===== config.mk =====
export PLATFORM = sky130hd
export DESIGN_NAME = ll1_expression_parser_unit
export DESIGN_NICKNAME = d
export VERILOG_FILES = /design/src/design/ll1ep_pkg.sv /design/src/design/ll1ep_cell.sv /design/src/design/ll1_expression_parser_unit.sv
export SDC_FILE = /design/constraint.sdc
export NUM_CORES = 1
export LEC_CHECK = 0
export ABC_AREA = 1
export BUFFER_PORTS_ARGS = -buffer_cell sky130_fd_sc_hd__buf_2
export CELL_PAD_IN_SITES_DETAIL_PLACEMENT = 1
export CELL_PAD_IN_SITES_GLOBAL_PLACEMENT = 2
export CORE_MARGIN = 2
export CORE_UTILIZATION = 35
export CTS_BUF_LIST = sky130_fd_sc_hd__clkbuf_8 sky130_fd_sc_hd__clkbuf_16
export DETAILED_ROUTE_END_ITERATION = 12
export PLACE_DENSITY_LB_ADDON = 0.05
export SYNTH_ARGS = -nofsm -noshare
export SYNTH_HDL_FRONTEND = slang
export SYNTH_SLANG_ARGS = --single-unit
export TNS_END_PERCENT = 50

===== constraint.sdc =====
create_clock -name clk -period 4.5 [get_ports clk]
set_clock_uncertainty 0.15 [all_clocks]
set_input_delay 0.9 -clock clk [delete_from_list [all_inputs] [get_ports clk]]
set_output_delay 0.9 -clock clk [all_outputs]
set_load 0.02 [all_outputs]

===== src/design/ll1ep_pkg.sv =====
`timescale 1ns / 1ps
// ll1ep_pkg: symbol codes, status codes, cell control word and the parse table
// used by the expression parser cells, top level and checker; no dependencies

package ll1ep_pkg;

	localparam int unsigned STACK_DEPTH_DEF = 64;

	typedef logic [3:0] sym_t;
	typedef logic [1:0] status_t;

	localparam sym_t SYM_END  = 4'd0;
	localparam sym_t SYM_E    = 4'd1;
	localparam sym_t SYM_Q    = 4'd2;
	localparam sym_t SYM_T    = 4'd3;
	localparam sym_t SYM_R    = 4'd4;
	localparam sym_t SYM_F    = 4'd5;
	localparam sym_t SYM_ID   = 4'd6;
	localparam sym_t SYM_PLUS = 4'd7;
	localparam sym_t SYM_STAR = 4'd8;
	localparam sym_t SYM_LP   = 4'd9;
	localparam sym_t SYM_RP   = 4'd10;
	localparam sym_t SYM_NONE = 4'd15;

	localparam status_t ST_CONSUMED = 2'd0;
	localparam status_t ST_ACCEPTED = 2'd1;
	localparam status_t ST_REJECTED = 2'd2;
	localparam status_t ST_IGNORED  = 2'd3;

	localparam logic [7:0] CH_END  = 8'h24;
	localparam logic [7:0] CH_ID   = 8'h69;
	localparam logic [7:0] CH_PLUS = 8'h2b;
	localparam logic [7:0] CH_STAR = 8'h2a;
	localparam logic [7:0] CH_LP   = 8'h28;
	localparam logic [7:0] CH_RP   = 8'h29;

	typedef enum logic [1:0] {
		SH_HOLD,
		SH_POP,
		SH_PUSH1,
		SH_PUSH2
	} shift_t;

	typedef struct packed {
		logic   load;
		sym_t   load_sym;
		shift_t shift;
	} cell_ctrl_t;

	typedef struct packed {
		logic       ok;
		logic [1:0] len;
		sym_t       b0;
		sym_t       b1;
		sym_t       b2;
	} rule_t;

	typedef enum logic {
		S_IDLE,
		S_WORK
	} fsm_t;

	function automatic sym_t token_code(input logic [7:0] ch);
		sym_t s;
		case (ch)
			CH_END:  s = SYM_END;
			CH_ID:   s = SYM_ID;
			CH_PLUS: s = SYM_PLUS;
			CH_STAR: s = SYM_STAR;
			CH_LP:   s = SYM_LP;
			CH_RP:   s = SYM_RP;
			default: s = SYM_NONE;
		endcase
		return s;
	endfunction

	// body in push order: b0 deepest, last one ends on top
	function automatic rule_t table_rule(input sym_t nt, input sym_t t);
		rule_t r;
		r = '{ok: 1'b0, len: 2'd0, b0: SYM_END, b1: SYM_END, b2: SYM_END};
		case (nt)
			SYM_E: begin
				if (t == SYM_ID || t == SYM_LP)
					r = '{ok: 1'b1, len: 2'd2, b0: SYM_Q, b1: SYM_T, b2: SYM_END};
			end
			SYM_Q: begin
				if (t == SYM_PLUS)
					r = '{ok: 1'b1, len: 2'd3, b0: SYM_Q, b1: SYM_T, b2: SYM_PLUS};
				else if (t == SYM_RP || t == SYM_END)
					r.ok = 1'b1;
			end
			SYM_T: begin
				if (t == SYM_ID || t == SYM_LP)
					r = '{ok: 1'b1, len: 2'd2, b0: SYM_R, b1: SYM_F, b2: SYM_END};
			end
			SYM_R: begin
				if (t == SYM_STAR)
					r = '{ok: 1'b1, len: 2'd3, b0: SYM_R, b1: SYM_F, b2: SYM_STAR};
				else if (t == SYM_PLUS || t == SYM_RP || t == SYM_END)
					r.ok = 1'b1;
			end
			SYM_F: begin
				if (t == SYM_ID)
					r = '{ok: 1'b1, len: 2'd1, b0: SYM_ID, b1: SYM_END, b2: SYM_END};
				else if (t == SYM_LP)
					r = '{ok: 1'b1, len: 2'd3, b0: SYM_RP, b1: SYM_E, b2: SYM_LP};
			end
			default: r.ok = 1'b0;
		endcase
		return r;
	endfunction

endpackage


===== src/design/ll1ep_cell.sv =====
`timescale 1ns / 1ps
// ll1ep_cell: one entry of the shifting symbol stack
// depends on ll1ep_pkg

module ll1ep_cell #(
	parameter ll1ep_pkg::sym_t INIT_SYM = ll1ep_pkg::SYM_END
) (
	input  logic                   clk,
	input  logic                   arst_n,
	input  ll1ep_pkg::cell_ctrl_t  ctrl,
	input  ll1ep_pkg::sym_t        from_below,
	input  ll1ep_pkg::sym_t        from_above1,
	input  ll1ep_pkg::sym_t        from_above2,
	output ll1ep_pkg::sym_t        sym
);
	import ll1ep_pkg::*;

	sym_t sym_q;

	always_ff @(posedge clk or negedge arst_n) begin
		if (!arst_n) begin
			sym_q <= INIT_SYM;
		end else if (ctrl.load) begin
			sym_q <= ctrl.load_sym;
		end else begin
			case (ctrl.shift)
				SH_POP:   sym_q <= from_below;
				SH_PUSH1: sym_q <= from_above1;
				SH_PUSH2: sym_q <= from_above2;
				default:  sym_q <= sym_q;
			endcase
		end
	end

	assign sym = sym_q;

endmodule


===== src/design/ll1_expression_parser_unit.sv =====
`timescale 1ns / 1ps
// ll1_expression_parser_unit: ll(1) predictive parser for the expression grammar
// depends on ll1ep_pkg and ll1ep_cell

// One token word goes in, one result word comes out. The symbol stack is a row of
// STACK_DEPTH cells with the top in cell 0; a rule or a match shifts the whole row
// by up to two places at once. A token is first taken in; then one grammar rule is
// applied per step, at most three, and a last step matches, rejects or (while
// discarding up to the end marker) ignores it; a new token is taken once the previous
// one is done. A result that is not yet taken stalls the finish of the next token.
module ll1_expression_parser_unit #(
	parameter int unsigned STACK_DEPTH = ll1ep_pkg::STACK_DEPTH_DEF
) (
	input  logic                clk,
	input  logic                arst_n,
	input  logic                token_valid,
	output logic                token_ready,
	input  logic [7:0]          token,
	output logic                result_valid,
	input  logic                result_ready,
	output ll1ep_pkg::status_t  status,
	output logic [1:0]          expansions
);
	import ll1ep_pkg::*;

	localparam int unsigned SPW = $clog2(STACK_DEPTH);

	fsm_t           state_q, state_d;
	sym_t           tok_q;
	logic [1:0]     count_q;
	logic [SPW-1:0] sp_q;
	logic           discarding_q;
	logic           out_valid_q;
	status_t        status_q;
	logic [1:0]     exp_q;

	sym_t           cells [STACK_DEPTH];
	cell_ctrl_t     ctrl_top [3];
	shift_t         shift_all;

	sym_t           top;
	logic           nonterm;
	rule_t          rule;
	logic [SPW+1:0] sp_sum;
	logic           overflow;
	logic           can_out;

	logic           finish, expand, restart, pop, set_disc, clr_disc;
	status_t        fin_status;

	assign top      = cells[0];
	assign nonterm  = top inside {[SYM_E:SYM_F]};
	assign rule     = table_rule(top, tok_q);
	assign sp_sum   = {2'b00, sp_q} + {{SPW{1'b0}}, rule.len};
	assign overflow = sp_sum > (SPW+2)'(STACK_DEPTH);
	assign can_out  = !out_valid_q || result_ready;

	always_comb begin
		state_d    = state_q;
		finish     = 1'b0;
		expand     = 1'b0;
		restart    = 1'b0;
		pop        = 1'b0;
		set_disc   = 1'b0;
		clr_disc   = 1'b0;
		fin_status = ST_REJECTED;
		case (state_q)
			S_IDLE: begin
				if (token_valid)
					state_d = S_WORK;
			end
			S_WORK: begin
				if (discarding_q) begin
					finish     = 1'b1;
					fin_status = ST_IGNORED;
				end else if (!nonterm) begin
					finish = 1'b1;
					if (top == tok_q)
						fin_status = (tok_q == SYM_END) ? ST_ACCEPTED : ST_CONSUMED;
				end else if (count_q == 2'd3 || !rule.ok || overflow) begin
					finish = 1'b1;
				end else begin
					expand = 1'b1;
				end
				if (finish && can_out) begin
					state_d = S_IDLE;
					case (fin_status)
						ST_IGNORED: begin
							if (tok_q == SYM_END) begin
								clr_disc = 1'b1;
								restart  = 1'b1;
							end
						end
						ST_ACCEPTED: restart = 1'b1;
						ST_CONSUMED: pop = 1'b1;
						default: begin
							if (tok_q == SYM_END)
								restart = 1'b1;
							else
								set_disc = 1'b1;
						end
					endcase
				end
			end
			default: state_d = S_IDLE;
		endcase
	end

	// shift and top loads for the cell row
	always_comb begin
		shift_all = SH_HOLD;
		for (int j = 0; j < 3; j++)
			ctrl_top[j] = '{load: 1'b0, load_sym: SYM_END, shift: SH_HOLD};
		if (pop) begin
			shift_all = SH_POP;
		end else if (expand) begin
			case (rule.len)
				2'd0:    shift_all = SH_POP;
				2'd2:    shift_all = SH_PUSH1;
				2'd3:    shift_all = SH_PUSH2;
				default: shift_all = SH_HOLD;
			endcase
		end
		for (int j = 0; j < 3; j++)
			ctrl_top[j].shift = shift_all;
		if (restart) begin
			ctrl_top[0].load     = 1'b1;
			ctrl_top[0].load_sym = SYM_E;
			ctrl_top[1].load     = 1'b1;
			ctrl_top[1].load_sym = SYM_END;
		end else if (expand) begin
			case (rule.len)
				2'd1: begin
					ctrl_top[0] = '{load: 1'b1, load_sym: rule.b0, shift: shift_all};
				end
				2'd2: begin
					ctrl_top[0] = '{load: 1'b1, load_sym: rule.b1, shift: shift_all};
					ctrl_top[1] = '{load: 1'b1, load_sym: rule.b0, shift: shift_all};
				end
				2'd3: begin
					ctrl_top[0] = '{load: 1'b1, load_sym: rule.b2, shift: shift_all};
					ctrl_top[1] = '{load: 1'b1, load_sym: rule.b1, shift: shift_all};
					ctrl_top[2] = '{load: 1'b1, load_sym: rule.b0, shift: shift_all};
				end
				default: ctrl_top[0].load = 1'b0;
			endcase
		end
	end

	for (genvar j = 0; j < STACK_DEPTH; j++) begin : g_cell
		cell_ctrl_t ctrl_j;
		sym_t       below_j, above1_j, above2_j;

		if (j < 3) begin : g_top
			assign ctrl_j = ctrl_top[j];
		end else begin : g_deep
			assign ctrl_j = '{load: 1'b0, load_sym: SYM_END, shift: shift_all};
		end
		if (j + 1 < STACK_DEPTH) begin : g_below
			assign below_j = cells[j+1];
		end else begin : g_nobelow
			assign below_j = SYM_END;
		end
		if (j >= 1) begin : g_a1
			assign above1_j = cells[j-1];
		end else begin : g_noa1
			assign above1_j = SYM_END;
		end
		if (j >= 2) begin : g_a2
			assign above2_j = cells[j-2];
		end else begin : g_noa2
			assign above2_j = SYM_END;
		end

		ll1ep_cell #(
			.INIT_SYM((j == 0) ? SYM_E : SYM_END)
		) u_cell (
			.clk        (clk),
			.arst_n     (arst_n),
			.ctrl       (ctrl_j),
			.from_below (below_j),
			.from_above1(above1_j),
			.from_above2(above2_j),
			.sym        (cells[j])
		);
	end

	always_ff @(posedge clk or negedge arst_n) begin
		if (!arst_n) begin
			state_q      <= S_IDLE;
			count_q      <= 2'd0;
			sp_q         <= SPW'(1);
			discarding_q <= 1'b0;
			out_valid_q  <= 1'b0;
		end else begin
			state_q <= state_d;
			if (state_q == S_IDLE && token_valid)
				count_q <= 2'd0;
			else if (expand)
				count_q <= count_q + 2'd1;
			if (restart)
				sp_q <= SPW'(1);
			else if (pop)
				sp_q <= sp_q - SPW'(1);
			else if (expand)
				sp_q <= sp_sum[SPW-1:0] - SPW'(1);
			if (set_disc)
				discarding_q <= 1'b1;
			else if (clr_disc)
				discarding_q <= 1'b0;
			if (finish && can_out)
				out_valid_q <= 1'b1;
			else if (result_ready)
				out_valid_q <= 1'b0;
		end
	end

	always_ff @(posedge clk) begin
		if (state_q == S_IDLE && token_valid)
			tok_q <= token_code(token);
		if (finish && can_out) begin
			status_q <= fin_status;
			exp_q    <= discarding_q ? 2'd0 : count_q;
		end
	end

	assign token_ready  = (state_q == S_IDLE);
	assign result_valid = out_valid_q;
	assign status       = status_q;
	assign expansions   = exp_q;

endmodule


# [After elaboration in Yosys (flattened, before gate mapping)]
# Cells that the tools add are included.
[op_classes] add_sub_neg=4 n_lt_le_gt_ge=3 eq_ne=35 mux=132 n_bitwise=1 reduce_logical=27
[ops] cell="4-bit one-hot mux with 3 select lines" count=63
[ops] cell="14-bit one-hot mux with 5 select lines" count=1
[ops] cell="15-bit two-way mux" count=4
[ops] cell="8-bit by 6-bit == test with 1-bit output (second input constant)" count=5
[ops] cell="1-bit two-way mux" count=34
[ops] cell="14-bit two-way mux" count=2
[ops] cell="2-bit == test (second input constant)" count=12
[ops] cell="4-bit one-hot mux with 6 select lines" count=1
[ops] cell="21-bit two-way mux" count=1
[ops] cell="2-bit two-way mux" count=9
[ops] cell="6-bit two-way mux" count=3
[ops] cell="6-bit one-hot mux with 3 select lines" count=1
[ops] cell="4-bit by 3-bit == test with 1-bit output (second input constant)" count=4
[ops] cell="7-bit one-hot mux with 2 select lines" count=1
[ops] cell="2-bit by 1-bit == test with 1-bit output (second input constant)" count=6
[ops] cell="4-bit == test (second input constant)" count=3
[ops] cell="4-bit two-way mux" count=3
[ops] cell="6-bit by 1-bit subtractor with 6-bit output (second input constant)" count=2
[ops] cell="5-bit two-way mux" count=2
[ops] cell="9-bit two-way mux" count=1
[ops] cell="3-bit nonzero test" count=3
[ops] cell="4-bit by 2-bit == test with 1-bit output (second input constant)" count=2
[ops] cell="8-bit by 7-bit == test with 1-bit output (second input constant)" count=1
[ops] cell="4-bit one-hot mux with 2 select lines" count=1
[ops] cell="21 further kinds" count=37
[totals] register_bits=275 input_bits=12 output_inout_bits=6 wordCells=274

# [Logic depth before layout (Yosys ltp)]
[depth] ltp_word=24 ltp_mapped=30 ltp_nobuf=29

# [Hierarchy]
# From an unflattened synthesis, not the netlist that was laid out.
[unflattened] cells_unflattened=3480 hier_area_um2=22997.1
[by_module_without_submodules] mod="ll1ep_cell at g_cell[10].u_cell ..." n_inst=63 cells_each=50 area_each_um2=329.1 seq_area_each_um2=100.1
[by_module_without_submodules] mod="ll1_expression_parser_unit" n_inst=1 cells_each=280 area_each_um2=1935.6 seq_area_each_um2=516.7
[by_module_without_submodules] mod="ll1ep_cell at g_cell[0].u_cell" n_inst=1 cells_each=50 area_each_um2=330.3 seq_area_each_um2=101.3

# [Worst setup path before layout]
# Ideal clock, no wire load.
[synth_timing] path_kind="reg2reg" startpoint="register tok_q[0]" endpoint="register g_cell[11].u_cell.sym_q[2]" setup_ns=0.082 arrival_time_ns=4.410 t_required_ns=4.268 path_slack_ns=-0.142 path_stages_with_launch=27 n_path_buf=3 synth_period_minus_slack_ns=4.642 path_cell_list="edfxtp_1 -> inv_1 -> nor2_1 -> nand2_1 -> nand2_2 -> nand3_1 -> inv_1 -> a21oi_1 -> nand3_1 -> fa_1 -> nor2_1 -> nand2_1 -> nor2_1 -> nor2_1 -> nor2_2 -> nand2_4 -> nor2_4 -> inv_2 -> o21ai_0 -> inv_1 -> ha_1 -> clkbuf_1 -> nor2_1 -> clkbuf_1 -> clkbuf_1 -> nand2_1 -> a31oi_1"
[synth_via] elab_chain_cells=19 elab_cells_between_ends=57 cone_classes="1 x add/sub; 1 x order compare; 11 x eq/ne; 32 x mux; 12 x reduce/logical"
[synth_lines] element="start, declared" line="ll1_expression_parser_unit.sv:29" rtl="sym_t tok_q;"
[synth_lines] element="start signal, assigned" line="ll1_expression_parser_unit.sv:220" rtl="tok_q <= token_code(token);"
[synth_lines] element="branches (longest 16 deep; another with 6-bit by 2-bit adder with 7-bit output)"
[synth_lines] element="2-bit two-way mux *" line="ll1_expression_parser_unit.sv:114" rtl="if (pop) begin"
[synth_lines] element="2-bit == test / 2-bit by 1-bit == test with 1-bit output (equally long branches)" line="ll1ep_cell.sv:26" rtl="case (ctrl.shift)"
[synth_lines] element="4-bit one-hot mux with 3 select lines / 3-bit nonzero test (equally long branches)"
[synth_lines] element="end signal, assigned" line="ll1ep_cell.sv:27" rtl="SH_POP: sym_q <= from_below;"
[synth_lines] element="end signal, assigned" line="ll1ep_cell.sv:28" rtl="SH_PUSH1: sym_q <= from_above1;"
[synth_lines] element="end signal, assigned" line="ll1ep_cell.sv:29" rtl="SH_PUSH2: sym_q <= from_above2;"
[synth_lines] element="end, declared" line="ll1ep_cell.sv:18" rtl="sym_t sym_q;"
# Mark *: on every way between the ends. The select of a mux whose other input is x is not followed.
# A chain may end at the register's enable or synchronous reset.

# [Worst setup path in the final report]
[layout_timing] startpoint="register tok_q[0]" endpoint="register g_cell[33].u_cell.sym_q[1]"
[layout_via] elab_chain_cells=19 elab_cells_between_ends=57 cone_classes="1 x add/sub; 1 x order compare; 11 x eq/ne; 32 x mux; 12 x reduce/logical"
[layout_lines] element="branches (longest 16 deep; another with 6-bit by 2-bit adder with 7-bit output)"
[layout_lines] element="2-bit two-way mux *" line="ll1_expression_parser_unit.sv:114"
[layout_lines] element="2-bit == test / 2-bit by 1-bit == test with 1-bit output (equally long branches)" line="ll1ep_cell.sv:26"
[layout_lines] element="4-bit one-hot mux with 3 select lines / 3-bit nonzero test (equally long branches)"
[layout_lines] element="end signal, assigned" line="ll1ep_cell.sv:27"
[layout_lines] element="end signal, assigned" line="ll1ep_cell.sv:28"
[layout_lines] element="end signal, assigned" line="ll1ep_cell.sv:29"
[layout_lines] element="end, declared" line="ll1ep_cell.sv:18"
# Marked as above.

==> Flow_metrics.wiki <==
{| class="wikitable"
! Metric !! Value
|-
| Placeable core region || 40900 sq um
|-
| Number of global-route vias before repair || 13600
|-
| Crit-path slowest cell || edfxtp_1
|-
| Post-placement cell count || 2236
|-
| Filler cell count || 4778
|-
| Netlist area before placement || 14500 sq um
|-
| Biggest area consumer among synthesized cells || dfrtp_1
|-
| Relative contribution of sequential cells to total power || 0.448
|-
| Number of core rows || 74
|-
| Post-route cell area || 17100 sq um
|-
| All-layer global routing usage || 0.197
|-
| Root buf cell || clkbuf_16
|-
| Clock tree from TritonCTS || built
|-
| Detailed-router iteration count before antenna repair || 5
|-
| DRT Wirelength || 43.6 mm
|-
| Initial core utilization || 0.356
|-
| Die ar. || 43200 sq um
|-
| Antenna violations before repair || 0
|-
| Cell family with the largest share of critical-path delay || simple AND/OR/NAND/NOR gates
|-
| Post-route DRC || 0
|-
| Critical path type || register to register
|-
| Normalized max-slew margin || 0.456
|-
| Placer congestion estimate || 0.802
|-
| Number of port buffers || 17
|-
| Wire length of the first global-routing pass || 71.8 mm
|-
| Kind of path behind the tightest hold check || input pin to async pin
|-
| Part of the total power dissipated in combinational logic || 0.041
|-
| Power per unit of standard cell area || 335 nW/um^2
|-
| Final core area utilization || 0.417
|-
| Sw Share || 0.231
|-
| Maximum root-to-sink buffer count || 3
|-
| Cell chain of the critical path || buf_4 -> nor2_1 -> nand2_1 -> nor2_4 -> a21oi_2 -> nand2_1 -> ha_1 -> fa_1 -> nor2_1 -> nand2_1 -> nor2_1 -> nor2_1 -> nor2_2 -> nand2_4 -> nor2_4 -> buf_4 -> nand2_4 -> clkinvlp_4 -> ha_4 -> buf_16 -> a221oi_1 -> a21oi_1
|-
| Area occupied by multi-input gates || 6570 sq um
|-
| Height of the chip || 208 microns
|-
| Leading cell types by total area after synthesis || dfrtp_1 (46%), a21oi_1 (9.0%), a221oi_1 (8.3%), nand2_1 (8.0%), inv_1 (4.2%)
|-
| Clock slew seen by the registers of the worst setup and hold paths || 0.06 ns
|-
| Commonest register cell after synthesis || dfrtp_1
|-
| Post-place instance area || 15600 sq um
|-
| Element type at the critical path start || register
|-
| Clock share of power || 0.511
|-
| Net count, final || 1776
|-
| Vias after detailed routing || 13000
|-
| Most common cell type on the critical path || nor2_1
|-
| Horiz. Die Dim || 208 microns
|-
| Setup repair after global routing missed its margin || true
|-
| Overflow left after global routing || 0
|-
| Worst EP arrival || 4.60 ns
|-
| Insertion delay to the later sink of the worst-skew pair || 0.55 ns
|-
| Average cell area after synthesis || 8.23 sq um
|-
| Number of distinct standard cells referenced by the synthesized netlist || 43
|-
| HPWL reported at the end of detailed placement || 25.8 mm
|-
| Area Growth Syn to Fin || 17.2%
|-
| Total leakage power || 7.39 nW
|-
| Count of clock tree sinks || 275
|-
| Max-slew violation count || 0
|-
| Final routed wire length divided by cell count || 18.9 microns
|-
| Max-cap violations || 0
|-
| Detailed router's first-iteration violation count || 784
|-
| Clock buffer count from CTS || 36
|-
| Number of synthesized register bits || 275
|-
| Async S/R FF share, synth || 0.971
|-
| Number of warnings reported in the yosys synthesis log || 0
|-
| Endpoints failing hold || 0
|-
| Sequential area share after synthesis || 0.476
|-
| Number of routed nets with antenna violations || 0
|-
| Ratio of final minimum period to clock period || 0.954
|-
| Count of buffering cells on the critical path with inverters included || 4
|-
| Post-route non-filler standard cell count || 2308
|-
| Maximum VDD drop || 296 uV
|-
| Boundary Pins || 18
|-
| Final TNS setup || 0 ns
|-
| Commonest cells after routing, fill and taps aside || nand2_1 (312), dfrtp_1 (264), a21oi_1 (261), inv_1 (171), nor2_1 (134)
|-
| Reported net switching power || 1.32 mW
|-
| Fraction of layout cells with a size suffix above 1 || 0.118
|-
| WP data required || 4.81 ns
|-
| CP Max Fanout || 131
|-
| Worst slew pin tran || 0.815 ns
|-
| Hold_ws || 0.222 ns
|-
| Antenna diode instance count || 0
|-
| Number of enable flip-flop cells after synthesis || 8
|-
| Most frequent standard cell in the layout excluding fill and tap cells || nand2_1
|-
| Crit path capture type || register
|-
| Finish-stage setup viols || 0
|-
| Vias per cell || 5.61
|-
| Internal power component || 4.39 mW
|-
| Storage cell area || 6930 sq um
|-
| H-tree levels || 2
|-
| Synth top area share || 0.456
|-
| Shortest period the worst path allows || 4.29 ns
|-
| Status || complete, no violations
|-
| Critical path's largest stage delay || 0.44 ns
|-
| Post-Synthesis Net Count || 1791
|-
| Number of standard cells after synthesis || 1767
|-
| Largest net degree at the start of global routing || 132
|-
| Highest clock frequency the design can meet || 233 MHz
|}
[repair_timing]
action                     CTS  global route
resized for setup            2            22
setup endpoints to repair   29           254
cloned                       0             4
hold buffers                 0             0
buffers inserted             0             6
pin swaps                    0             1
[registers in the layout, indices dropped and copies added (netlist names), 2 cells and up]
signal,cells
count_q,2
expansions,2
g_cell.u_cell.sym,256
sp_q,6
status,2
tok_q,4
[area by class of cell]
cell class,instances,area share
sequential,275,0.406
multi-input combinational,1183,0.385
clock buffer,48,0.0638
timing repair buffer,81,0.0590
inverter,175,0.0399
tap,532,0.0390
clock inverter,14,0.00675
[stage by stage]
stage | worst slack [ns] | total power [mW]
finish | 0.208 | 5.71
floorplan | 0.000635 | 2.71
global route | -0.0392 | 5.95
CTS | 0.0541 | 5.83
global placement | 0.107 | 2.85
detailed placement | -0.0340 | 2.84
[power by group through the flow]
stage / clock [mW] / sequential [mW] / combinational (mW)
final: 2.92 / 2.56 / 0.232
after global routing: 3.12 / 2.57 / 0.266
after CTS: 3.03 / 2.56 / 0.241
after detailed placement: 0 / 2.60 / 0.240
after global placement: 0 / 2.61 / 0.240
after floorplan: 0 / 2.62 / 0.0982
[worst register-to-register path: stages (launching register included)]
cell and delay (ns):
edfxtp_1 0.44, buf_4 0.18, nor2_1 0.14, nand2_1 0.11, nor2_4 0.15, a21oi_2 0.06
nand2_1 0.08, ha_1 0.19, fa_1 0.44, nor2_1 0.13, nand2_1 0.07, nor2_1 0.10
nor2_1 0.06, nor2_2 0.12, nand2_4 0.09, nor2_4 0.10, buf_4 0.17, nand2_4 0.11
clkinvlp_4 0.14, ha_4 0.20, buf_16 0.43, a221oi_1 0.36, a21oi_1 0.18
[cell usage after synthesis, types with 5 or more instances]
cell and n:
inv_2 8, buf_1 7, nand2_1 312, inv_1 164, a31oi_1 30, o22ai_1 42
a221oi_1 138, nand4_1 6, a21oi_1 263, ha_1 11, edfxtp_1 8, nand3_1 13
nand2_2 11, nor2_1 137, o21ai_2 7, nor2_4 7, o21ai_1 10, o21ai_0 120
dfrtp_1 265, a32oi_1 38, buf_2 5, clkbuf_1 122
[cells by family after synthesis]
kind of cell / Yosys count / share of synthesized area
and+or+nand+nor: 506 / 0.146
DFF: 275 / 0.476
xor gates and xnor gates: 6 / 0.00361
buffers and inverters: 309 / 0.0808
adders and majority gates: 12 / 0.0108
AOI/OAI and AO/OA: 659 / 0.283
[worst paths after layout]
path                                                         to           startpoint  depth (start not counted)  slack (ns)
max                        g_cell[33].u_cell.sym[1]$_DFFE_PN0P_   tok_q[0]$_DFFE_PP_                         22        0.21
min                        g_cell[59].u_cell.sym[0]$_DFFE_PN0P_               arst_n                          1        0.22
max reg2reg                g_cell[33].u_cell.sym[1]$_DFFE_PN0P_   tok_q[0]$_DFFE_PP_                         22        0.21
min reg2reg                                 sp_q[0]$_DFFE_PN1P_  sp_q[0]$_DFFE_PN1P_                          2        0.36
max in group asynchronous   g_cell[0].u_cell.sym[0]$_DFFE_PN1P_               arst_n                          2        3.08
min in group clk                            sp_q[0]$_DFFE_PN1P_  sp_q[0]$_DFFE_PN1P_                          2        0.36
[layer usage]
metal / global-route usage / up-vias / wire (microns)
li1: - / 6189 / -
met1: 0.274 / 6568 / 21300
met2: 0.323 / 144 / 20300
met3: 0.0321 / 53 / 1260
met4: 0.0470 / 0 / 718
met5: 0 / - / 0
Power figures use the tool's default switching activity.
